<file path="src/rtl/fsa_pkg.sv">
// shared types, codes and constants of the fixed slot pool allocator
package fsa_pkg;

    localparam int MAX_SLOTS_DEF = 256;
    localparam int WORD_BITS     = 32;

    localparam logic [31:0] BASE_RESET  = 32'd4096;
    localparam logic [15:0] OSIZE_RESET = 16'd1;
    localparam logic [8:0]  SLOTS_RESET = 9'd0;

    // register indexes on the configuration port
    localparam logic [1:0] REG_BASE  = 2'd0;
    localparam logic [1:0] REG_OSIZE = 2'd1;
    localparam logic [1:0] REG_SLOTS = 2'd2;

    localparam logic OP_ALLOC = 1'b0;
    localparam logic OP_FREE  = 1'b1;

    typedef enum logic [2:0] {
        ST_OK      = 3'd0,
        ST_SIZE    = 3'd1,
        ST_FULL    = 3'd2,
        ST_NULL    = 3'd3,
        ST_OUTSIDE = 3'd4
    } t_status;

    typedef enum logic [2:0] {
        S_IDLE,
        S_ALLOC_RD,
        S_ALLOC_CHK,
        S_ADDR,
        S_DIV,
        S_FREE_RD,
        S_FREE_CHK,
        S_DONE
    } t_state;

    typedef struct packed {
        logic        operation;
        logic [15:0] request_size;
        logic [31:0] free_address;
    } t_request;

    typedef struct packed {
        logic [31:0] slot_address;
        logic [2:0]  status;
        logic [8:0]  used_slots;
    } t_result;

endpackage

</file>
<file path="src/rtl/fsa_div.sv">
// serial restoring divider, one quotient bit per cycle
module fsa_div
    import fsa_pkg::*;
(
    input  logic        i_clk,
    input  logic        i_rst_n,
    input  logic        i_start,
    input  logic [31:0] i_dividend,
    input  logic [15:0] i_divisor,
    output logic        o_done,
    output logic [31:0] o_quotient
);

    logic        r_busy;
    logic        r_done;
    logic [4:0]  r_cnt;
    logic [15:0] r_rem;
    logic [15:0] r_div;
    logic [31:0] r_quo;

    logic [16:0] trial;
    logic        fits;
    logic [16:0] diff;

    always_comb begin
        trial = {r_rem, r_quo[31]};
        fits  = trial >= {1'b0, r_div};
        diff  = trial - {1'b0, r_div};
    end

    always_ff @(posedge i_clk) begin
        if (!i_rst_n) begin
            r_busy <= 1'b0;
            r_done <= 1'b0;
            r_cnt  <= '0;
        end else begin
            r_done <= 1'b0;
            if (i_start) begin
                r_busy <= 1'b1;
                r_cnt  <= '0;
            end else if (r_busy) begin
                r_cnt <= r_cnt + 5'd1;
                if (r_cnt == 5'd31) begin
                    r_busy <= 1'b0;
                    r_done <= 1'b1;
                end
            end
        end
    end

    always_ff @(posedge i_clk) begin
        if (i_start) begin
            r_rem <= '0;
            r_div <= i_divisor;
            r_quo <= i_dividend;
        end else if (r_busy) begin
            r_rem <= fits ? diff[15:0] : trial[15:0];
            r_quo <= {r_quo[30:0], fits};
        end
    end

    assign o_done     = r_done;
    assign o_quotient = r_quo;

`ifndef SYNTHESIS
    a_done_after_busy: assert property (@(posedge i_clk) disable iff (!i_rst_n)
        r_done |-> $past(r_busy) && !r_busy)
        else $error("divider done without a finished run");
    a_start_idle: assert property (@(posedge i_clk) disable iff (!i_rst_n)
        i_start |-> !r_busy)
        else $error("divider restarted while busy");
    a_rem_bound: assert property (@(posedge i_clk) disable iff (!i_rst_n)
        (r_busy && r_div != 16'd0) |-> r_rem < r_div)
        else $error("partial remainder not below divisor");
`endif

endmodule

</file>
<file path="src/rtl/fixed_slot_pool_allocator.sv">
// fixed slot pool allocator: used-slot bitmap in a word memory, first fit
// allocate: a wrong size or full pool is refused at once, else each bitmap word scanned
// (32 slots a word) is read and checked, then the address is formed; free: null, below
// base or zero size refused at once; else serial divide, bound check, read, write back
// one request at a time; the next is taken once the result sits in the output register
// reset: registers to base 4096, size 1, count 0; bitmap rows flagged empty at once
module fixed_slot_pool_allocator
    import fsa_pkg::*;
#(
    parameter int MAX_SLOTS = MAX_SLOTS_DEF
) (
    input  logic        i_clk,
    input  logic        i_rst_n,
    input  logic        i_req_valid,
    output logic        o_req_ready,
    input  t_request    i_req,
    output logic        o_rsp_valid,
    input  logic        i_rsp_ready,
    output t_result     o_rsp,
    input  logic        psel,
    input  logic        penable,
    input  logic        pwrite,
    input  logic [3:0]  paddr,
    input  logic [31:0] pwdata,
    output logic [31:0] prdata,
    output logic        pready
);

    localparam int ROWS  = (MAX_SLOTS + WORD_BITS - 1) / WORD_BITS;
    localparam int ROW_W = (ROWS > 1) ? $clog2(ROWS) : 1;
    localparam int IDX_W = ROW_W + 5;
    localparam int PRD_W = IDX_W + 16;

    // configuration registers
    logic [31:0] r_base;
    logic [15:0] r_osize;
    logic [8:0]  r_slots;

    // control and datapath registers
    t_state      r_state, n_state;
    logic [8:0]  r_used, n_used;
    logic [ROW_W-1:0] r_row, n_row;
    logic [PRD_W-1:0] r_prod, n_prod;
    logic [31:0] r_addr, n_addr;
    t_status     r_status, n_status;
    logic        r_rsp_valid, n_rsp_valid;
    t_result     r_rsp, n_rsp;

    // bitmap memory and per-row valid flags
    logic [WORD_BITS-1:0] r_mem [ROWS];
    logic [WORD_BITS-1:0] r_rdata;
    logic [ROWS-1:0]      r_row_vld;
    logic                 r_rd_vld;
    logic [ROW_W-1:0]     mem_raddr;
    logic [ROW_W-1:0]     mem_waddr;
    logic [WORD_BITS-1:0] mem_wdata;
    logic                 mem_we;
    logic [WORD_BITS-1:0] row_word;

    logic        cfg_wr;
    logic        cfg_take;
    logic [8:0]  live_n;
    logic        req_acc;
    logic        div_start;
    logic        div_done;
    logic [31:0] quotient;
    logic [31:0] dividend;
    logic        zero_found;
    logic [4:0]  zero_bit;
    logic [IDX_W-1:0] alloc_idx;
    logic [31:0] next_start;
    logic [ROW_W-1:0] free_row;
    logic [4:0]  free_bit;

    assign pready   = 1'b1;
    assign cfg_wr   = psel && penable && pwrite;
    assign cfg_take = cfg_wr && (r_used == 9'd0) && (paddr[3:2] <= REG_SLOTS);
    assign live_n   = (32'(r_slots) > MAX_SLOTS) ? 9'(MAX_SLOTS) : r_slots;
    assign req_acc  = i_req_valid && o_req_ready;
    assign o_req_ready = (r_state == S_IDLE);
    assign o_rsp_valid = r_rsp_valid;
    assign o_rsp       = r_rsp;
    assign dividend    = i_req.free_address - r_base;
    assign free_row    = quotient[ROW_W+4:5];
    assign free_bit    = quotient[4:0];
    assign row_word    = r_rd_vld ? r_rdata : '0;

    always_comb begin
        unique case (paddr[3:2])
            REG_BASE:  prdata = r_base;
            REG_OSIZE: prdata = {16'd0, r_osize};
            REG_SLOTS: prdata = {23'd0, r_slots};
            default:   prdata = 32'd0;
        endcase
    end

    always_ff @(posedge i_clk) begin
        if (!i_rst_n) begin
            r_base  <= BASE_RESET;
            r_osize <= OSIZE_RESET;
            r_slots <= SLOTS_RESET;
        end else if (cfg_take) begin
            unique case (paddr[3:2])
                REG_BASE:  r_base  <= pwdata;
                REG_OSIZE: r_osize <= pwdata[15:0];
                REG_SLOTS: r_slots <= pwdata[8:0];
                default:   ;
            endcase
        end
    end

    fsa_div u_div (
        .i_clk      (i_clk),
        .i_rst_n    (i_rst_n),
        .i_start    (div_start),
        .i_dividend (dividend),
        .i_divisor  (r_osize),
        .o_done     (div_done),
        .o_quotient (quotient)
    );

    // lowest free slot in the fetched word
    always_comb begin
        zero_found = 1'b0;
        zero_bit   = '0;
        for (int b = WORD_BITS - 1; b >= 0; b--) begin
            if (!row_word[b]) begin
                zero_found = 1'b1;
                zero_bit   = 5'(b);
            end
        end
    end

    assign alloc_idx  = {r_row, zero_bit};
    assign next_start = 32'({r_row, 5'd0}) + 32'(WORD_BITS);

    always_comb begin
        n_state     = r_state;
        n_used      = r_used;
        n_row       = r_row;
        n_prod      = r_prod;
        n_addr      = r_addr;
        n_status    = r_status;
        n_rsp_valid = r_rsp_valid;
        n_rsp       = r_rsp;
        mem_raddr   = (r_state == S_ALLOC_RD) ? r_row : free_row;
        mem_waddr   = (r_state == S_ALLOC_CHK) ? r_row : free_row;
        mem_wdata   = row_word;
        mem_we      = 1'b0;
        div_start   = 1'b0;

        if (r_rsp_valid && i_rsp_ready) begin
            n_rsp_valid = 1'b0;
        end

        unique case (r_state)
            S_IDLE: begin
                if (req_acc) begin
                    n_addr = 32'd0;
                    if (i_req.operation == OP_ALLOC) begin
                        if (i_req.request_size != r_osize) begin
                            n_status = ST_SIZE;
                            n_state  = S_DONE;
                        end else if (r_used >= live_n) begin
                            n_status = ST_FULL;
                            n_state  = S_DONE;
                        end else begin
                            n_row   = '0;
                            n_state = S_ALLOC_RD;
                        end
                    end else begin
                        if (i_req.free_address == 32'd0) begin
                            n_status = ST_NULL;
                            n_state  = S_DONE;
                        end else if (i_req.free_address < r_base || r_osize == 16'd0) begin
                            n_status = ST_OUTSIDE;
                            n_state  = S_DONE;
                        end else begin
                            div_start = 1'b1;
                            n_state   = S_DIV;
                        end
                    end
                end
            end
            S_ALLOC_RD: begin
                n_state = S_ALLOC_CHK;
            end
            S_ALLOC_CHK: begin
                if (zero_found) begin
                    if (32'(alloc_idx) >= 32'(live_n)) begin
                        n_status = ST_FULL;
                        n_state  = S_DONE;
                    end else begin
                        mem_we    = 1'b1;
                        mem_wdata = row_word | (WORD_BITS'(1) << zero_bit);
                        n_used    = r_used + 9'd1;
                        n_prod    = PRD_W'(alloc_idx) * PRD_W'(r_osize);
                        n_status  = ST_OK;
                        n_state   = S_ADDR;
                    end
                end else if (next_start >= 32'(live_n)) begin
                    n_status = ST_FULL;
                    n_state  = S_DONE;
                end else begin
                    n_row   = r_row + ROW_W'(1);
                    n_state = S_ALLOC_RD;
                end
            end
            S_ADDR: begin
                // wraps modulo 2^32 like the address space
                n_addr  = r_base + 32'(r_prod);
                n_state = S_DONE;
            end
            S_DIV: begin
                if (div_done) begin
                    if (quotient >= 32'(live_n)) begin
                        n_status = ST_OUTSIDE;
                        n_state  = S_DONE;
                    end else begin
                        n_state = S_FREE_RD;
                    end
                end
            end
            S_FREE_RD: begin
                n_state = S_FREE_CHK;
            end
            S_FREE_CHK: begin
                if (row_word[free_bit]) begin
                    mem_we    = 1'b1;
                    mem_wdata = row_word & ~(WORD_BITS'(1) << free_bit);
                    if (r_used != 9'd0) begin
                        n_used = r_used - 9'd1;
                    end
                end
                n_status = ST_OK;
                n_state  = S_DONE;
            end
            S_DONE: begin
                if (!r_rsp_valid || i_rsp_ready) begin
                    n_rsp_valid        = 1'b1;
                    n_rsp.slot_address = r_addr;
                    n_rsp.status       = r_status;
                    n_rsp.used_slots   = r_used;
                    n_state            = S_IDLE;
                end
            end
            default: n_state = S_IDLE;
        endcase
    end

    always_ff @(posedge i_clk) begin
        if (!i_rst_n) begin
            r_state     <= S_IDLE;
            r_used      <= '0;
            r_rsp_valid <= 1'b0;
        end else begin
            r_state     <= n_state;
            r_used      <= n_used;
            r_rsp_valid <= n_rsp_valid;
        end
    end

    always_ff @(posedge i_clk) begin
        r_row    <= n_row;
        r_prod   <= n_prod;
        r_addr   <= n_addr;
        r_status <= n_status;
        r_rsp    <= n_rsp;
    end

    always_ff @(posedge i_clk) begin
        if (mem_we) begin
            r_mem[mem_waddr] <= mem_wdata;
        end
        r_rdata <= r_mem[mem_raddr];
    end

    // a row that was never written since reset or reconfiguration reads as all free
    always_ff @(posedge i_clk) begin
        if (!i_rst_n || cfg_take) begin
            r_row_vld <= '0;
            r_rd_vld  <= 1'b0;
        end else begin
            if (mem_we) begin
                r_row_vld[mem_waddr] <= 1'b1;
            end
            r_rd_vld <= r_row_vld[mem_raddr];
        end
    end

`ifndef SYNTHESIS
    a_used_bound: assert property (@(posedge i_clk) disable iff (!i_rst_n)
        r_used <= live_n)
        else $error("used count above pool size");
    a_accept_busy: assert property (@(posedge i_clk) disable iff (!i_rst_n)
        req_acc |=> r_state != S_IDLE)
        else $error("accepted request did not start");
    a_cfg_locked: assert property (@(posedge i_clk) disable iff (!i_rst_n)
        (cfg_wr && r_used != 9'd0) |=> $stable(r_base) && $stable(r_osize) && $stable(r_slots))
        else $error("register changed while slots in use");
    a_div_done_state: assert property (@(posedge i_clk) disable iff (!i_rst_n)
        div_done |-> r_state == S_DIV)
        else $error("divider finished outside a free request");
    a_write_state: assert property (@(posedge i_clk) disable iff (!i_rst_n)
        mem_we |-> (r_state == S_ALLOC_CHK || r_state == S_FREE_CHK))
        else $error("bitmap written outside a check step");
`endif

endmodule
</file>
<file path="config.mk">
export PLATFORM = sky130hd
export DESIGN_NAME = fixed_slot_pool_allocator
export DESIGN_NICKNAME = d
export VERILOG_FILES = /design/src/rtl/fsa_pkg.sv /design/src/rtl/fsa_div.sv /design/src/rtl/fixed_slot_pool_allocator.sv
export SDC_FILE = /design/constraint.sdc
export NUM_CORES = 1
export LEC_CHECK = 0
export ABC_AREA = 1
export BUFFER_PORTS_ARGS = -buffer_cell sky130_fd_sc_hd__buf_4
export CORE_MARGIN = 2
export CORE_UTILIZATION = 62
export CTS_CLUSTER_DIAMETER = 50
export DETAILED_ROUTE_END_ITERATION = 6
export GPL_TIMING_DRIVEN = 0
export PLACE_DENSITY = 0.86
export SLEW_MARGIN = 30
export SYNTH_ARGS = -nofsm -noshare
export SYNTH_HDL_FRONTEND = slang
export SYNTH_SLANG_ARGS = --single-unit
export TNS_END_PERCENT = 1
</file>
<file path="constraint.sdc">
create_clock -name i_clk -period 9 [get_ports i_clk]
set_clock_uncertainty 0.1 [all_clocks]
set_input_delay 1.8 -clock i_clk [delete_from_list [all_inputs] [get_ports i_clk]]
set_output_delay 1.8 -clock i_clk [all_outputs]
set_load 0.01 [all_outputs]
</file>
==> key figures <==
Run status
  • Status: completed

Synth
  • Number of nets in the synthesized netlist: around 3500
  • Number of enable-type register cells in the synthesized netlist: 410
  • Mean instance size in the synthesized netlist: 9.46 sq um
  • Yosys warns: 0
  • Commonest register cell after synthesis: sky130_fd_sc_hd__edfxtp_1
  • Top area cells in the synthesized netlist: sky130_fd_sc_hd__edfxtp_1 41%, sky130_fd_sc_hd__dfxtp_1 9.0%, sky130_fd_sc_hd__ha_1 6.6%
  • Number of synthesized register bits: 544
  • Post-synthesis instance area: between 20000 and 30000 sq um
  • Post-synthesis async set-or-reset flop share: 0
  • Share of Yosys cell area claimed by the top area cell type: 0.413
  • Biggest area consumer among synthesized cells: sky130_fd_sc_hd__edfxtp_1
  • Ranking of synthesized cells by instance count: 468 x sky130_fd_sc_hd__nor2_1, 410 x sky130_fd_sc_hd__edfxtp_1, 388 x sky130_fd_sc_hd__nand2_1
  • Dominant cell by count in the synthesized netlist: sky130_fd_sc_hd__nor2_1
  • Register area share after synthesis: 0.504
  • Number of instances in the synthesized netlist: 3149
  • Synth unique cells: 63

Global route
  • Layer carrying the most global-route usage: met2
  • Met1 Usage GRT: 0.483
  • Pin count of the biggest net entering global routing: 41
  • First-pass GRT wire length: around 140 mm
  • Global route overflow: 0
  • GRT Overall Usage: 0.367
  • Initial antenna violation count: 0
  • Met3 capacity usage during global routing: 0.0817
  • Via count of the first global-routing pass: 24500
  • Met2 track demand over resource: 0.577

Place
  • Placed instance count: 3942
  • Routability cong.: roughly 1.0
  • Dpl hpwl: 68.0 mm
  • Port bufs: ~170

Drt
  • WL final: around 90 mm
  • Vias: 25400
  • Vias/cell: 6.27
  • Average wire per standard cell: 22.6 um
  • Starting DRC count in detailed routing: 3900
  • First drt pass iteration count: 6
  • # DRC: 0
  • Remaining antenna violation count: 0

Timing
  • Slew headroom: 0.263
  • Total Neg Setup Slack: 0 ps
  • Final clock period utilization by the worst path: 0.873
  • Final critical path time including I/O delays and setup: roughly 7900 ps
  • Hold Fails Final Rpt: 0
  • RSZ-0062 raised after global routing: no
  • Slew of the pin with the lowest slew margin: 1090 ps
  • Count of endpoints failing setup in the final report: 0
  • Final Slew Violations: 0
  • Peak Freq: 127 MHz

Die
  • Die area: 49800 sq um
  • # IOs: 171
  • Overall die height: 223 um
  • Initial core utilization: 0.626
  • Placeable Area: 47500 sq um
  • Site row count: 80
  • Die extent in x: 223 um

Critical path
  • Kind of capture point of the worst setup path: flip-flop
  • Most used cell, CP: sky130_fd_sc_hd__nand2_1
  • Slowest cell on the critical path: sky130_fd_sc_hd__fa_1
  • Type of the worst setup path: reg2reg
  • Arrival time at the worst endpoint: a little over 8000 ps
  • Worst path max stage delay: 540 ps
  • Max FO, Critical Path: 10
  • Required time at the endpoint of the critical path: 9270 ps
  • Critical Path Start Type: flip-flop

Clock network
  • Clock transition at the registers of the reported paths: around 60 ps
  • CTS H-tree lvls: 2
  • Worst-case clock buffer depth: 3
  • Clock latency reported for the late side of the worst-skew pair: 650 ps
  • Number of instances resized during post-cts repair: 0
  • Number of buffers added to fix hold violations after cts: 0
  • Buffer cell driving the clock tree root: sky130_fd_sc_hd__clkbuf_16
  • Number of buffers created by CTS: 58
  • CTS tree: yes
  • Number of sinks driven by the clock tree: 544
  • Post-CTS setup buffer count: 0

Power and ir drop
  • Pwr/cell area: between 200 and 300 nW/um^2
  • Leakage: 0.0137 uW
  • Largest vdd supply drop: 0.218 mV
  • Power, Total: roughly 9000 uW

Worst hold path
  • Hold crit path type: reg2reg

Flow run
  • Number of violations of the max-capacitance limit: 0

Layout
  • Final-layout fill cell count: 3357
  • Non-filler instance count after layout: around 4100
  • Number of nets in the layout: 3723
  • Layout cell share with drive strength beyond 1: 0.0995
  • Area growth, synth to finish: 14.6%
  • Antenna cells: 0
[final cells by class]
| cell class | instances | area [sq um] | share of cell area |
|---|---|---|---|
| well taps | 615 | 769 | 0.0226 |
| inverters | 389 | 1460 | 0.0429 |
| repair buffers | 178 | 1550 | 0.0456 |
| flip-flops and latches | 544 | 15000 | 0.440 |
| clock buffers | 70 | 1520 | 0.0445 |
| multi-input cells | 2101 | 12900 | 0.378 |
| clock inverters | 40 | 464 | 0.0136 |
| plain buffers | 115 | 469 | 0.0138 |
[worst max-delay path: cells and delay by family (launching register included)]
kind / cells / cell delay [ps]
flops: 1 / 390
buf+inv: 8 / 1300
simple gates: 9 / 1250
xor+xnor: 1 / 440
fa+ha+maj: 5 / 2380
compound gates: 11 / 1710
[registers in the layout (all words and copies together) (netlist names), 3 cells and up]
| name | count |
|---|---|
| o_rsp | 44 |
| r_addr | 32 |
| r_base | 32 |
| r_mem | 256 |
| r_osize | 16 |
| r_prod | 24 |
| r_rdata | 32 |
| r_row | 3 |
| r_row_vld | 8 |
| r_slots | 9 |
| r_state | 3 |
| r_status | 3 |
| r_used | 9 |
| u_div.o_quotient | 32 |
| u_div.r_cnt | 5 |
| u_div.r_div | 16 |
| u_div.r_rem | 16 |
[power breakdown]
part           internal (uW)  total [uW]  switching [uW]  leakage, uW
clock                   1400        2450            1060     0.000951
combinational            859        2970            2110      0.00790
sequential              3220        3430             215      0.00489
[metrics by stage]
stage / setup slack, ps / hold slack (ps) / utilization / area (sq um)
after floorplan: 2720 / 300 / - / 29800
after global routing: 831 / 328 / 0.718 / 34100
after detailed placement: 1440 / 305 / 0.676 / 32100
after CTS: 1390 / 313 / 0.717 / 34100
after global placement: 536 / 300 / 0.669 / 31800
final: 1140 / 315 / 0.718 / 34100
[logic make-up (layout without fill, tap and decap cells)]
| kind of cell | count (synthesis) | in the layout | synth area share |
|---|---|---|---|
| AO/OA/AOI/OAI | 754 | 754 | 0.143 |
| XOR/XNOR | 82 | 82 | 0.0241 |
| adder cells (fa/ha/maj) | 244 | 244 | 0.125 |
| buffers and inverters | 504 | 792 | 0.0649 |
| flip-flops | 544 | 544 | 0.504 |
| other | 1 | 1 | 0.000126 |
| AND/OR/NAND/NOR | 1020 | 1020 | 0.139 |
[final timing paths]
path	from	to	slack, ps	cells after the start
max reg2reg	r_rd_vld	r_prod[22]	1140	34
max	r_rd_vld	r_prod[22]	1140	34
min	r_status[0]	o_rsp[9]	320	0
min reg2reg	r_status[0]	o_rsp[9]	320	0
[metal layers]
layer  vias up  wire (um)
li1      11300          -
met1     11900      33600
met2      1858      41100
met3       373      11900
met4         0       5090
met5         -          0
[placed cells by master (no fill, tap or decap), types with 7 or more instances in the layout]
cell type	synthesis	layout
sky130_fd_sc_hd__xnor2_1	28	28
sky130_fd_sc_hd__a31oi_1	36	36
sky130_fd_sc_hd__buf_2	14	14
sky130_fd_sc_hd__clkbuf_16	0	58
sky130_fd_sc_hd__edfxtp_1	410	410
sky130_fd_sc_hd__dfxtp_1	134	134
sky130_fd_sc_hd__buf_1	7	7
sky130_fd_sc_hd__ha_1	156	156
sky130_fd_sc_hd__clkinv_1	6	14
sky130_fd_sc_hd__fa_1	88	88
sky130_fd_sc_hd__clkbuf_1	89	99
sky130_fd_sc_hd__nor2_1	468	464
sky130_fd_sc_hd__buf_16	0	9
sky130_fd_sc_hd__o22ai_1	59	59
sky130_fd_sc_hd__clkinv_2	0	9
sky130_fd_sc_hd__o21a_1	12	12
sky130_fd_sc_hd__o211ai_1	22	22
sky130_fd_sc_hd__o21ai_2	7	8
sky130_fd_sc_hd__nor3_1	23	23
sky130_fd_sc_hd__inv_2	5	13
sky130_fd_sc_hd__o21ai_1	47	50
sky130_fd_sc_hd__o221ai_1	10	10
sky130_fd_sc_hd__xor2_1	54	54
sky130_fd_sc_hd__nand2_1	388	388
sky130_fd_sc_hd__buf_4	3	169
sky130_fd_sc_hd__a21oi_1	224	224
sky130_fd_sc_hd__nand4_1	31	31
sky130_fd_sc_hd__inv_1	377	369
sky130_fd_sc_hd__nand3_1	68	68
sky130_fd_sc_hd__o21ai_0	287	282
sky130_fd_sc_hd__nor4_1	23	23
Note: power is estimated with default switching activity, not from simulation.
